### src/design/linear_motion_position_3d_top_macros.svh
// Assertion macros shared by the linear motion position RTL.
// Define ASSERT_OFF to compile every assertion out.
`ifndef LINEAR_MOTION_POSITION_3D_TOP_MACROS_SVH
`define LINEAR_MOTION_POSITION_3D_TOP_MACROS_SVH

`ifndef ASSERT_OFF

// Check prop at every clock edge outside reset.
`define LMP_ASSERT(lbl, clk, rst_n, prop) \
  lbl: assert property (@(posedge clk) disable iff (!rst_n) (prop)) \
    else $error("linear motion assertion failed");

// Check that post holds in the cycle after pre.
`define LMP_ASSERT_NEXT(lbl, clk, rst_n, pre, post) \
  lbl: assert property (@(posedge clk) disable iff (!rst_n) (pre) |=> (post)) \
    else $error("linear motion assertion failed");

`else

`define LMP_ASSERT(lbl, clk, rst_n, prop)
`define LMP_ASSERT_NEXT(lbl, clk, rst_n, pre, post)

`endif

`endif

### src/design/lmp3d_pkg.sv
// Package for the linear motion position block: constants, register codes,
// and the command/status structs between controller and datapath. No dependencies.
`default_nettype none

package lmp3d_pkg;

  localparam int unsigned DATA_W      = 32;
  localparam int unsigned COORD_W_DEF = 32;
  localparam int unsigned NUM_AXES    = 3;
  localparam int unsigned AXIS_W      = 2;
  localparam int unsigned CFG_IDX_W   = 3;

  // Direction reduction: components shrink by 4 until within +/- RED_LIMIT
  localparam int unsigned RED_LIMIT   = 100;
  localparam int unsigned DMAG_W      = 7;
  localparam int unsigned SPEED_W     = 12;
  localparam int unsigned FRAC_W      = 12;

  // Velocity division: numerator |d|*speed*4096, divisor floor sqrt of length^2
  localparam int unsigned NUM_W       = DMAG_W + SPEED_W + FRAC_W;
  localparam int unsigned LEN2_W      = 2 * DMAG_W + 1;
  localparam int unsigned ROOT_W      = 8;
  localparam int unsigned ROOT_IDX_W  = 3;
  localparam int unsigned STEP_W      = $clog2(NUM_W);

  typedef enum logic [CFG_IDX_W-1:0] {
    REG_START_X,
    REG_START_Y,
    REG_START_Z,
    REG_END_X,
    REG_END_Y,
    REG_END_Z,
    REG_START_TIME,
    REG_SPEED
  } cfg_idx_e;

  typedef struct packed {
    logic                  capture_dt;
    logic                  load_diff;
    logic                  red_step;
    logic                  load_sq;
    logic                  sqrt_step;
    logic [ROOT_IDX_W-1:0] sqrt_bit;
    logic                  div_load;
    logic                  div_step;
    logic                  vel_store;
    logic                  vel_zero;
    logic                  mul;
    logic                  add;
    logic                  out_load;
    logic [AXIS_W-1:0]     axis;
  } lmp3d_cmd_t;

  typedef struct packed {
    logic red_done;
    logic len_zero;
  } lmp3d_stat_t;

endpackage

`default_nettype wire

### src/design/linear_motion_position_3d_top.sv
// Top level of the linear motion position block: controller plus datapath.
// Depends on lmp3d_pkg, lmp3d_ctrl and lmp3d_dp.
//
//  channel  | handshake              | payload
//  ---------+------------------------+------------------------------------
//  cfg      | cfg_valid_i/cfg_ready_o| cfg_index_i (3b), cfg_wdata_i (32b)
//  query in | in_valid_i/in_stall_o  | query_time_i (32b signed)
//  position | out_valid_o/out_stall_i| pos_x_o, pos_y_o, pos_z_o (32b signed)
//
// A query with a valid velocity runs: accept, then a multiply and an add per axis
// on the shared 32x32 multiplier, then the output load.
// The first query after reset or a register write adds the velocity setup: the
// difference, the divide-by-4 passes, the squared length, the 8 root bits, then the
// divider for each of the three axes; a zero length skips to a zero velocity.
// Reset clears configuration and velocity; a waiting result holds the next in its load.
`default_nettype none

module linear_motion_position_3d_top
  import lmp3d_pkg::*;
#(
  parameter int unsigned COORD_WIDTH = COORD_W_DEF
) (
  input  wire logic                 clk_i,
  input  wire logic                 rst_ni,
  input  wire logic                 cfg_valid_i,
  output logic                      cfg_ready_o,
  input  wire logic [CFG_IDX_W-1:0] cfg_index_i,
  input  wire logic [DATA_W-1:0]    cfg_wdata_i,
  input  wire logic                 in_valid_i,
  output logic                      in_stall_o,
  input  wire logic [DATA_W-1:0]    query_time_i,
  output logic                      out_valid_o,
  input  wire logic                 out_stall_i,
  output logic [DATA_W-1:0]         pos_x_o,
  output logic [DATA_W-1:0]         pos_y_o,
  output logic [DATA_W-1:0]         pos_z_o
);

  lmp3d_cmd_t  cmd;
  lmp3d_stat_t stat;
  logic        cfg_we;

  // Registers accept a write in any cycle
  assign cfg_ready_o = 1'b1;
  assign cfg_we      = cfg_valid_i & cfg_ready_o;

  lmp3d_ctrl u_ctrl (
    .clk_i       (clk_i),
    .rst_ni      (rst_ni),
    .in_valid_i  (in_valid_i),
    .in_stall_o  (in_stall_o),
    .out_valid_o (out_valid_o),
    .out_stall_i (out_stall_i),
    .cfg_we_i    (cfg_we),
    .stat_i      (stat),
    .cmd_o       (cmd)
  );

  lmp3d_dp #(
    .COORD_WIDTH (COORD_WIDTH)
  ) u_dp (
    .clk_i        (clk_i),
    .rst_ni       (rst_ni),
    .cfg_we_i     (cfg_we),
    .cfg_index_i  (cfg_index_i),
    .cfg_wdata_i  (cfg_wdata_i),
    .query_time_i (query_time_i),
    .cmd_i        (cmd),
    .stat_o       (stat),
    .pos_x_o      (pos_x_o),
    .pos_y_o      (pos_y_o),
    .pos_z_o      (pos_z_o)
  );

endmodule

`default_nettype wire

### src/design/lmp3d_ctrl.sv
// Controller for the linear motion position block: sequences velocity setup
// and per-query evaluation. Uses lmp3d_pkg and the assertion macro header.
`default_nettype none
`include "linear_motion_position_3d_top_macros.svh"

module lmp3d_ctrl
  import lmp3d_pkg::*;
(
  input  wire logic        clk_i,
  input  wire logic        rst_ni,
  input  wire logic        in_valid_i,
  output logic             in_stall_o,
  output logic             out_valid_o,
  input  wire logic        out_stall_i,
  input  wire logic        cfg_we_i,
  input  wire lmp3d_stat_t stat_i,
  output lmp3d_cmd_t       cmd_o
);

  localparam int unsigned ST_W = 4;

  localparam logic [ST_W-1:0] S_IDLE   = 4'd0;
  localparam logic [ST_W-1:0] S_SUB    = 4'd1;
  localparam logic [ST_W-1:0] S_RED    = 4'd2;
  localparam logic [ST_W-1:0] S_SQ     = 4'd3;
  localparam logic [ST_W-1:0] S_SQRT   = 4'd4;
  localparam logic [ST_W-1:0] S_DIV_LD = 4'd5;
  localparam logic [ST_W-1:0] S_DIV    = 4'd6;
  localparam logic [ST_W-1:0] S_DIV_ST = 4'd7;
  localparam logic [ST_W-1:0] S_MUL    = 4'd8;
  localparam logic [ST_W-1:0] S_ADD    = 4'd9;
  localparam logic [ST_W-1:0] S_DONE   = 4'd10;

  localparam logic [AXIS_W-1:0] AXIS_LAST = AXIS_W'(NUM_AXES - 1);
  localparam logic [STEP_W-1:0] DIV_LAST  = STEP_W'(NUM_W - 1);
  localparam logic [STEP_W-1:0] SQRT_TOP  = STEP_W'(ROOT_W - 1);

  logic [ST_W-1:0]   state_q, state_d;
  logic [AXIS_W-1:0] axis_q, axis_d;
  logic [STEP_W-1:0] step_q, step_d;
  logic              vel_valid_q, vel_valid_d;
  logic              out_valid_q, out_valid_d;
  logic              vel_set;

  // Take a query only when idle
  assign in_stall_o  = (state_q != S_IDLE);
  assign out_valid_o = out_valid_q;

  // Next state and commands
  always_comb begin
    state_d      = state_q;
    axis_d       = axis_q;
    step_d       = step_q;
    vel_set      = 1'b0;
    cmd_o        = '0;
    cmd_o.axis   = axis_q;
    cmd_o.sqrt_bit = step_q[ROOT_IDX_W-1:0];

    case (state_q)
      S_IDLE: begin
        if (in_valid_i) begin
          cmd_o.capture_dt = 1'b1;
          axis_d           = '0;
          state_d          = vel_valid_q ? S_MUL : S_SUB;
        end
      end
      S_SUB: begin
        cmd_o.load_diff = 1'b1;
        state_d         = S_RED;
      end
      S_RED: begin
        if (stat_i.red_done) begin
          state_d = S_SQ;
        end else begin
          cmd_o.red_step = 1'b1;
        end
      end
      S_SQ: begin
        cmd_o.load_sq = 1'b1;
        step_d        = SQRT_TOP;
        state_d       = S_SQRT;
      end
      S_SQRT: begin
        if (stat_i.len_zero) begin
          cmd_o.vel_zero = 1'b1;
          vel_set        = 1'b1;
          axis_d         = '0;
          state_d        = S_MUL;
        end else begin
          cmd_o.sqrt_step = 1'b1;
          if (step_q == '0) begin
            axis_d  = '0;
            state_d = S_DIV_LD;
          end else begin
            step_d = step_q - 1'b1;
          end
        end
      end
      S_DIV_LD: begin
        cmd_o.div_load = 1'b1;
        step_d         = '0;
        state_d        = S_DIV;
      end
      S_DIV: begin
        cmd_o.div_step = 1'b1;
        if (step_q == DIV_LAST) begin
          state_d = S_DIV_ST;
        end else begin
          step_d = step_q + 1'b1;
        end
      end
      S_DIV_ST: begin
        cmd_o.vel_store = 1'b1;
        if (axis_q == AXIS_LAST) begin
          vel_set = 1'b1;
          axis_d  = '0;
          state_d = S_MUL;
        end else begin
          axis_d  = axis_q + 1'b1;
          state_d = S_DIV_LD;
        end
      end
      S_MUL: begin
        cmd_o.mul = 1'b1;
        state_d   = S_ADD;
      end
      S_ADD: begin
        cmd_o.add = 1'b1;
        if (axis_q == AXIS_LAST) begin
          state_d = S_DONE;
        end else begin
          axis_d  = axis_q + 1'b1;
          state_d = S_MUL;
        end
      end
      S_DONE: begin
        if (!out_valid_q || !out_stall_i) begin
          cmd_o.out_load = 1'b1;
          state_d        = S_IDLE;
        end
      end
      default: begin
        state_d = S_IDLE;
      end
    endcase
  end

  // Drop the velocity on any register write; the write wins over a finishing setup
  always_comb begin
    vel_valid_d = vel_valid_q;
    if (cfg_we_i) begin
      vel_valid_d = 1'b0;
    end else if (vel_set) begin
      vel_valid_d = 1'b1;
    end
  end

  // Hold the result until the output side takes the transfer
  always_comb begin
    out_valid_d = out_valid_q;
    if (cmd_o.out_load) begin
      out_valid_d = 1'b1;
    end else if (out_valid_q && !out_stall_i) begin
      out_valid_d = 1'b0;
    end
  end

  always_ff @(posedge clk_i or negedge rst_ni) begin
    if (!rst_ni) begin
      state_q     <= S_IDLE;
      axis_q      <= '0;
      step_q      <= '0;
      vel_valid_q <= 1'b0;
      out_valid_q <= 1'b0;
    end else begin
      state_q     <= state_d;
      axis_q      <= axis_d;
      step_q      <= step_d;
      vel_valid_q <= vel_valid_d;
      out_valid_q <= out_valid_d;
    end
  end

  `LMP_ASSERT(a_mul_needs_vel, clk_i, rst_ni, (state_q == S_MUL) |-> vel_valid_q)
  `LMP_ASSERT_NEXT(a_cfg_clears_vel, clk_i, rst_ni, cfg_we_i, !vel_valid_q)
  `LMP_ASSERT(a_no_out_overwrite, clk_i, rst_ni, cmd_o.out_load |-> (!out_valid_q || !out_stall_i))
  `LMP_ASSERT_NEXT(a_accept_starts, clk_i, rst_ni, in_valid_i && !in_stall_o, (state_q == S_SUB) || (state_q == S_MUL))

endmodule

`default_nettype wire

### src/design/lmp3d_dp.sv
// Datapath for the linear motion position block: config registers, direction
// reduction, square root, velocity divider, multiply-shift-add. Uses lmp3d_pkg.
`default_nettype none

module lmp3d_dp
  import lmp3d_pkg::*;
#(
  parameter int unsigned COORD_WIDTH = COORD_W_DEF
) (
  input  wire logic                 clk_i,
  input  wire logic                 rst_ni,
  input  wire logic                 cfg_we_i,
  input  wire logic [CFG_IDX_W-1:0] cfg_index_i,
  input  wire logic [DATA_W-1:0]    cfg_wdata_i,
  input  wire logic [DATA_W-1:0]    query_time_i,
  input  wire lmp3d_cmd_t           cmd_i,
  output lmp3d_stat_t               stat_o,
  output logic [DATA_W-1:0]         pos_x_o,
  output logic [DATA_W-1:0]         pos_y_o,
  output logic [DATA_W-1:0]         pos_z_o
);

  localparam int unsigned CW = COORD_WIDTH;
  localparam logic signed [CW-1:0] RED_HI = CW'(RED_LIMIT);
  localparam logic signed [CW-1:0] RED_LO = -RED_HI;
  localparam logic [CW-1:0]        ROUND3 = CW'(3);

  // Configuration registers
  logic [CW-1:0]      start_q [NUM_AXES];
  logic [CW-1:0]      end_q   [NUM_AXES];
  logic [DATA_W-1:0]  t0_q;
  logic [SPEED_W-1:0] speed_q;

  // Setup state
  logic signed [CW-1:0] d_q  [NUM_AXES];
  logic signed [CW-1:0] d_red[NUM_AXES];
  logic [DMAG_W-1:0]    mag  [NUM_AXES];
  logic [2*DMAG_W-1:0]  sq   [NUM_AXES];
  logic [NUM_AXES-1:0]  in_rng;
  logic [LEN2_W-1:0]    len2_q;
  logic [ROOT_W-1:0]    root_q;
  logic [ROOT_W-1:0]    trial;
  logic [2*ROOT_W-1:0]  trial_sq;
  logic [NUM_W-1:0]     num_q;
  logic [ROOT_W-1:0]    rem_q;
  logic [ROOT_W:0]      shifted;
  logic                 q_bit;
  logic                 neg_q;
  logic [DMAG_W+SPEED_W-1:0] mag_spd;
  logic [DATA_W-1:0]    quot;

  // Evaluation state
  logic [DATA_W-1:0]        vel_q [NUM_AXES];
  logic [DATA_W-1:0]        dt_q;
  logic [DATA_W-1:0]        prod_q;
  logic signed [DATA_W-1:0] moved;
  logic signed [CW-1:0]     wpos_q[NUM_AXES];
  logic [CW-1:0]            pos_sum;
  logic [DATA_W-1:0]        pos_x_q, pos_y_q, pos_z_q;

  // Write configuration registers
  always_ff @(posedge clk_i or negedge rst_ni) begin
    if (!rst_ni) begin
      for (int a = 0; a < NUM_AXES; a++) begin
        start_q[a] <= '0;
        end_q[a]   <= '0;
      end
      t0_q    <= '0;
      speed_q <= '0;
    end else if (cfg_we_i) begin
      case (cfg_idx_e'(cfg_index_i))
        REG_START_X:    start_q[0] <= cfg_wdata_i[CW-1:0];
        REG_START_Y:    start_q[1] <= cfg_wdata_i[CW-1:0];
        REG_START_Z:    start_q[2] <= cfg_wdata_i[CW-1:0];
        REG_END_X:      end_q[0]   <= cfg_wdata_i[CW-1:0];
        REG_END_Y:      end_q[1]   <= cfg_wdata_i[CW-1:0];
        REG_END_Z:      end_q[2]   <= cfg_wdata_i[CW-1:0];
        REG_START_TIME: t0_q       <= cfg_wdata_i;
        REG_SPEED:      speed_q    <= cfg_wdata_i[SPEED_W-1:0];
        default: ;
      endcase
    end
  end

  // Quarter each component toward zero, check range, take magnitudes
  always_comb begin
    for (int a = 0; a < NUM_AXES; a++) begin
      if (d_q[a][CW-1]) begin
        d_red[a] = signed'(d_q[a] + ROUND3) >>> 2;
      end else begin
        d_red[a] = d_q[a] >>> 2;
      end
      in_rng[a] = !((d_q[a] > RED_HI) || (d_q[a] < RED_LO));
      if (d_q[a][CW-1]) begin
        mag[a] = DMAG_W'(-d_q[a]);
      end else begin
        mag[a] = d_q[a][DMAG_W-1:0];
      end
      sq[a] = mag[a] * mag[a];
    end
  end

  assign stat_o.red_done = &in_rng;
  assign stat_o.len_zero = (len2_q == '0);

  // Square root trial bit and one restoring division step
  always_comb begin
    trial    = root_q | (ROOT_W'(1) << cmd_i.sqrt_bit);
    trial_sq = trial * trial;
    shifted  = {rem_q, num_q[NUM_W-1]};
    q_bit    = (shifted >= {1'b0, root_q});
    mag_spd  = mag[cmd_i.axis] * speed_q;
    quot     = DATA_W'(num_q);
  end

  // Setup registers: difference, reduction, length, root, divider
  always_ff @(posedge clk_i) begin
    if (cmd_i.load_diff) begin
      for (int a = 0; a < NUM_AXES; a++) begin
        d_q[a] <= signed'(end_q[a] - start_q[a]);
      end
    end else if (cmd_i.red_step) begin
      for (int a = 0; a < NUM_AXES; a++) begin
        d_q[a] <= d_red[a];
      end
    end
    if (cmd_i.load_sq) begin
      len2_q <= {1'b0, sq[0]} + {1'b0, sq[1]} + {1'b0, sq[2]};
      root_q <= '0;
    end else if (cmd_i.sqrt_step) begin
      if (trial_sq <= {1'b0, len2_q}) begin
        root_q <= trial;
      end
    end
    if (cmd_i.div_load) begin
      num_q <= {mag_spd, FRAC_W'(0)};
      rem_q <= '0;
      neg_q <= d_q[cmd_i.axis][CW-1];
    end else if (cmd_i.div_step) begin
      num_q <= {num_q[NUM_W-2:0], q_bit};
      rem_q <= q_bit ? ROOT_W'(shifted - {1'b0, root_q}) : shifted[ROOT_W-1:0];
    end
  end

  // Velocity registers
  always_ff @(posedge clk_i or negedge rst_ni) begin
    if (!rst_ni) begin
      for (int a = 0; a < NUM_AXES; a++) begin
        vel_q[a] <= '0;
      end
    end else if (cmd_i.vel_zero) begin
      for (int a = 0; a < NUM_AXES; a++) begin
        vel_q[a] <= '0;
      end
    end else if (cmd_i.vel_store) begin
      vel_q[cmd_i.axis] <= neg_q ? -quot : quot;
    end
  end

  // Shift the product and add the start point, wrapping at coordinate width
  assign moved   = $signed(prod_q) >>> FRAC_W;
  assign pos_sum = moved[CW-1:0] + start_q[cmd_i.axis];

  // Per-query datapath: time offset, product, position, output register
  always_ff @(posedge clk_i) begin
    if (cmd_i.capture_dt) begin
      dt_q <= query_time_i - t0_q;
    end
    if (cmd_i.mul) begin
      prod_q <= vel_q[cmd_i.axis] * dt_q;
    end
    if (cmd_i.add) begin
      wpos_q[cmd_i.axis] <= signed'(pos_sum);
    end
    if (cmd_i.out_load) begin
      pos_x_q <= DATA_W'(wpos_q[0]);
      pos_y_q <= DATA_W'(wpos_q[1]);
      pos_z_q <= DATA_W'(wpos_q[2]);
    end
  end

  assign pos_x_o = pos_x_q;
  assign pos_y_o = pos_y_q;
  assign pos_z_o = pos_z_q;

endmodule

`default_nettype wire
### config.mk
export PLATFORM = sky130hd
export DESIGN_NAME = linear_motion_position_3d_top
export DESIGN_NICKNAME = d
export VERILOG_FILES = /design/src/design/lmp3d_pkg.sv /design/src/design/linear_motion_position_3d_top.sv /design/src/design/lmp3d_ctrl.sv /design/src/design/lmp3d_dp.sv
export VERILOG_INCLUDE_DIRS = /design/src /design/src/design
export SDC_FILE = /design/constraint.sdc
export NUM_CORES = 2
export LEC_CHECK = 0
export ABC_AREA = 1
export BUFFER_PORTS_ARGS = -buffer_cell sky130_fd_sc_hd__buf_2
export CAP_MARGIN = 20
export CORE_UTILIZATION = 45
export DETAILED_ROUTE_END_ITERATION = 16
export PLACE_DENSITY = 0.69
export REMOVE_ABC_BUFFERS = 1
export SLEW_MARGIN = 0
export SYNTH_ARGS = -nofsm -noshare
export SYNTH_HDL_FRONTEND = slang
export SYNTH_SLANG_ARGS = --single-unit
### constraint.sdc
create_clock -name clk_i -period 18.1 [get_ports clk_i]
set_input_delay 1.81 -clock clk_i [delete_from_list [all_inputs] [get_ports clk_i]]
set_output_delay 1.81 -clock clk_i [all_outputs]
set_load 0.01 [all_outputs]
* Word level (Yosys, flattened, before mapping)
Memory sizes are Yosys's and may differ from the RTL's. A register that Yosys moved wholly into a read port is not among the register bits.
Cells that the tools add are included.
** Storage, ports and cells
- Bits in registers :: 471
- Latch bits :: 0
- Memories :: 2
- Logic and storage cells :: 205
- Input port bits :: 72
- Bits in read-only memories :: 0
- Bits in writable memories :: 192
- Output and inout bits :: 99
** Operators by class
- Shifts and indexed selects :: 1
- Add/subtract/negate cells :: 18
- Div/mod/pow operators :: 0
- Eq/ne operators :: 28
- $mul :: 6
- Bitwise operators :: 5
- Reduce and logical (&&, ||, !) cells :: 35
- Muxes and demuxes :: 77
- $lt $le $gt $ge :: 10
** Memories
- u_dp.d_q :: depth 3, bits a word 32, read ports 4, clocked after memory_dff 1, write ports 3, line lmp3d_dp.sv:35 : logic signed [CW-1:0] d_q [NUM_AXES];
- u_dp.wpos_q :: depth 3, bits a word 32, read ports 3, clocked after memory_dff 3, write ports 1, line lmp3d_dp.sv:57 : logic signed [CW-1:0] wpos_q[NUM_AXES];
** Operator list (count)
- $mux W32 :: 12
- $mux W96 :: 2
- $bmux W32 S2 :: 2
- $sub A32 B32 Y32 :: 4
- $add A32 B2 Y32 const B :: 3
- $bwmux W96 :: 1
- $gt A32 B8 Y1 const B :: 3
- $lt A32 B8 Y1 const B :: 3
- $demux W32 S2 :: 1
- $mux W31 :: 2
- $pmux W4 S11 :: 1
- $mul A7 B7 Y14 :: 3
- $mux W7 :: 5
- $add A32 B32 Y32 :: 1
- $mul A32 B32 Y32 :: 1
- $mux W4 :: 8
- $neg A31 Y32 :: 1
- $mux W1 :: 29
- $neg A7 Y7 :: 3
- $pmux W5 S4 :: 1
- $mul A7 B12 Y19 :: 1
- $reduce_and A2 Y1 :: 9
- $eq A4 B3 Y1 const B :: 4
- $le A16 B15 Y1 :: 1
- 43 further kinds :: 79

* Longest topological paths before layout
An unclocked memory read counts as a cell.
- Word-level depth :: 11
- Gate-level depth with buffers :: 39
- Depth with buffers taken out :: 35

* Hierarchy
A second synthesis with hierarchy kept.
** Second synthesis, totals
- Cell total of the unflattened synthesis :: 7872
- Area total of the unflattened synthesis :: 64608.2 µm²
** By module, submodules not included
- lmp3d_dp :: times used 1, cells an instance 7697, sequential area each 20129.3 µm², area an instance 63493.4 µm²
- lmp3d_ctrl :: times used 1, cells an instance 173, sequential area each 325.3 µm², area an instance 1103.6 µm²
- linear_motion_position_3d_top :: times used 1, cells an instance 2, sequential area each 0.0 µm², area an instance 11.3 µm²

* Worst setup path after synthesis
No wires, ideal clock.
- Path type :: register -> register
- Start point :: reg u_ctrl.state_q[0]
- End point :: mem u_dp.d_q[0][0] (netlist bit), enable pin
- Stages on the path, launching flop included :: 5
- Data arrival time :: 7.383 ns
- Data required time :: 17.417 ns
- Period minus slack after synthesis :: 8.066 ns
- Setup time :: 0.683 ns
- Path slack :: 10.034 ns
- Buffers on the path :: 0
- Path through :: dfrtp_1 > inv_1 > nor2_1 > inv_1 > o21ai_0
** RTL lines
- from (decl) :: line lmp3d_ctrl.sv:38 : logic [ST_W-1:0] state_q, state_d;
- from (signal assigned) :: line lmp3d_ctrl.sv:176 : state_q <= state_d;
- to (decl) :: line lmp3d_dp.sv:35

* Worst setup path in the final report
- Start point :: reg u_ctrl.axis_q[0]
- End point :: reg u_dp.prod_q[31], data pin
** Between the ends
- Word-level cells in the longest chain between the ends :: 5
** Ends and longest elaborated chain
- from (decl) :: line lmp3d_ctrl.sv:39 : logic [AXIS_W-1:0] axis_q, axis_d;
- from (signal assigned) :: line lmp3d_ctrl.sv:177 : axis_q <= axis_d;
- $not A2 Y3 (implied by the code) :: line lmp3d_dp.sv:170 : prod_q <= vel_q[cmd_i.axis] * dt_q;
- $bmux W32 S2 :: line lmp3d_dp.sv:170
- $mux W32 (implied by the code) (2 in a row) :: line lmp3d_dp.sv:170
- $mul A32 B32 Y32 :: line lmp3d_dp.sv:170
- to (signal assigned) :: line lmp3d_dp.sv:170
- to (decl) :: line lmp3d_dp.sv:55 : logic [DATA_W-1:0] prod_q;
Every way passes these cells. The select of a mux whose other input is x is not followed.
A chain may end at the register's enable or synchronous reset.

==> flow_summary.yaml <==
layout:
  utilization: 0.496
  final_net_count: 8621
  drive_above_1_share: 0.0571
  area_growth_pct: 9.45
  final_cells: 9486
timing:
  hold_viol_final: 0
  finalWorstSetupSlack_ns: 8.99
  final_max_slew_viol_count: 0
  fin_tns_setup_ns: 0
  finalSetupViolCount: 0
  worstMarginPinSlew_ns: 1.17
  fin_crit_sh: 0.503
  slew-limit-headroom: 0.219
  finClkSkew_ns: 0.0469
  rsz0062_at_grt: "no"
  fmax_mhz: 110
  min_period_ns: 9.11
yosys:
  netlist_area_um2: 63100
  yosysWarnings: 0
  synth_xor_area_frac: 0.0437
  syn_avg_cell_area_um2: 8.51
  yosys_most_used_dff: "edfxtp_1"
  muxShareOfSynthArea: 0.000476
  synth_edf_count: 375
  yosysSeqAreaShare: 0.324
  synth_top_family_by_area: "adder cells"
  yosys.area_share.simple: 0.158
  synth_seq_cells: 748
  async_flop_share: 0.461
  syn_inst: 7415
  synthAdderAreaFrac: 0.270
  synthDistinctLibCells: 59
  synth_compound_area_frac: 0.107
clock_tree:
  root_buffer: "clkbuf_16"
  hold_buffers: 0
  cts_max_path_buffers: 3
  clkSinkCount: 748
  cts_buffers: 83
  cts_tree: "yes"
  cts_htree_levels: 3
  cts_resized: 0
  clk_pin_slew_ns: 0.06
  insertion_delay_ns: 0.72
  cts_setup_buffers: 0
critical_path:
  cp_slowest_cell: "o21ai_1"
  endpoint_kind: "register"
  worstSetupPathType: "register to register"
  crit_path_max_incr_delay_ns: 0.89
  critPathArrivalTime_ns: 9.55
  cpMostUsedCell: "fa_1"
  crit_fanout: 48
  worstPathRequired_ns: 18.54
  worstSetupStartpointType: "register"
outcome:
  status: "complete, no violations"
global_routing:
  grt_antenna_before_repair: 12
  grt_max_degree: 89
  grt_pass1_wl_mm: 304
  track_usage: 0.282
  grt.overflow.total: 0
  first_global_vias: 51600
routing:
  ant_nets: 0
  vias: 51700
  drcViolationCount: 0
  finalWirelength_mm: 199
  firstDrtPassIters: 6
  via_per_inst: 5.45
  routedWlPerCell_um: 21.0
  drt_first_iter_violations: 4589
floorplanning:
  pin_count: 171
  rows: 137
  die_area_um2: 142000
  initial_core_util: 0.453
  die_w_um: 376
  die_h_um: 376
  coreArea_um2: 139000
hold_path:
  hold_path_class: "register to register"
placement:
  pre_cts_slack_ns: 9.11
  port_buffers: 169
  dp_hpwl_mm: 158
  place.gp.congestion: 1.01
  dp_cells: 9324
run:
  maxCapViolations: 0
[per-layer routing]
layer	track usage	up-vias	share of wire
li1	-	23800	-
met5	0	-	0.000065
met3	0.0445	425	0.075
met4	0.130	2	0.051
met2	0.468	2145	0.47
met1	0.361	25300	0.40
[worst max-delay path, delay by kind of cell, from the launching register on]
family | cells | cell delay (ns)
AOI/OAI and AO/OA | 4 | 1.47
adders and majority gates | 9 | 4.22
buffers and inverters | 9 | 1.28
DFF | 1 | 0.39
and+or+nand+nor | 8 | 1.44
[per-stage QoR]
step | hold WS, ns | instance area, µm²
3_5_place_dp | 0.405 | 66100
5_1_grt | 0.415 | 69100
4_1_cts | 0.411 | 69000
6_report | 0.410 | 69100
2_1_floorplan | 0.400 | 62300
3_3_place_gp | 0.401 | 66000
[placed cells by master (no fill, tap or decap), types with 10 or more instances in the layout]
cell type	netlist	final
clkinv_2	0	16
a21oi_1	401	401
nor4_1	34	34
nand2_1	1442	1435
buf_4	4	58
nand3b_1	10	10
ha_1	429	429
fa_1	583	583
o22ai_1	65	65
o21ai_0	626	625
nor2_1	643	635
dfrtp_1	345	343
dfxtp_1	28	28
edfxtp_1	375	375
or2_2	10	10
o211ai_1	16	16
nand2_2	6	12
inv_1	1380	1380
clkinv_1	21	30
nor3_1	88	87
nand3_1	188	187
xor2_1	232	232
o21ai_1	20	20
a21o_1	15	15
xnor2_1	83	83
nand4_1	49	49
clkbuf_16	0	85
o21a_1	14	14
o21bai_1	12	12
a31oi_1	14	14
buf_2	22	168
[cell families (layout without fill, tap and decap cells)]
| logic type | Yosys count | count (layout) |
|---|---|---|
| fa+ha+maj | 1012 | 1012 |
| simple gates | 2480 | 2480 |
| xor+xnor | 315 | 315 |
| other cells | 2 | 6 |
| buf+inv | 1605 | 1796 |
| mux | 3 | 3 |
| compound gates | 1250 | 1250 |
| flops | 748 | 748 |
[Yosys cell counts (15+ instances only)]
master	count	share of area
dfrtp_1	345	0.14
nand4_1	49	0.0049
nor2_1	643	0.038
xnor2_1	83	0.012
edfxtp_1	375	0.18
xor2_1	232	0.032
a21oi_1	401	0.032
nor3_1	88	0.0070
inv_1	1380	0.082
dfxtp_1	28	0.0089
buf_2	22	0.0017
nor4_1	34	0.0034
clkbuf_1	161	0.0096
o21ai_0	626	0.050
nand2_1	1442	0.086
fa_1	583	0.18
clkinv_1	21	0.0012
o22ai_1	65	0.0064
o21ai_1	20	0.0016
nand3_1	188	0.015
a21o_1	15	0.0018
ha_1	429	0.085
o211ai_1	16	0.0019
[registers in the layout (all words and copies together), names as in the netlist, 15 cells and up]
name / cells
u_dp.prod_q: 20
u_dp.dt_q: 32
u_dp.start_q: 96
pos_x_o: 32
u_dp.wpos_q: 96
u_dp.num_q: 31
pos_y_o: 32
u_dp.vel_q: 96
pos_z_o: 32
u_dp.t0_q: 32
u_dp.end_q: 96
u_dp.d_q: 96
u_dp.len2_q: 15
[cell type report]
class                           instances  area [µm²]
Clock inverter                         56         648
Tap cell                             1876        2350
Multi-Input combinational cell       5063       36700
Antenna cell                            3        7.51
Sequential cell                       748       20500
Timing Repair Buffer                  233        1410
Fill cell                           13100       70300
Inverter                             1408        5290
Clock buffer                           99        2250
[final timing paths]
path                                    start               to  slack (ns)  cells after the start
setup / recovery             u_ctrl.axis_q[0]  u_dp.prod_q[31]        8.99                     30
hold / removal             u_dp.wpos_q[2][20]      pos_z_o[20]        0.41                      0
setup reg to reg             u_ctrl.axis_q[0]  u_dp.prod_q[31]        8.99                     30
hold reg to reg            u_dp.wpos_q[2][20]      pos_z_o[20]        0.41                      0
max in group asynchronous              rst_ni   u_dp.end_q[43]       13.91                      4
min in group asynchronous              rst_ni    u_dp.vel_q[3]        1.10                      1
Power is left out: the tool's default activity adds up to more than one toggle a clock period on the data nets, which glitch-free logic cannot reach.
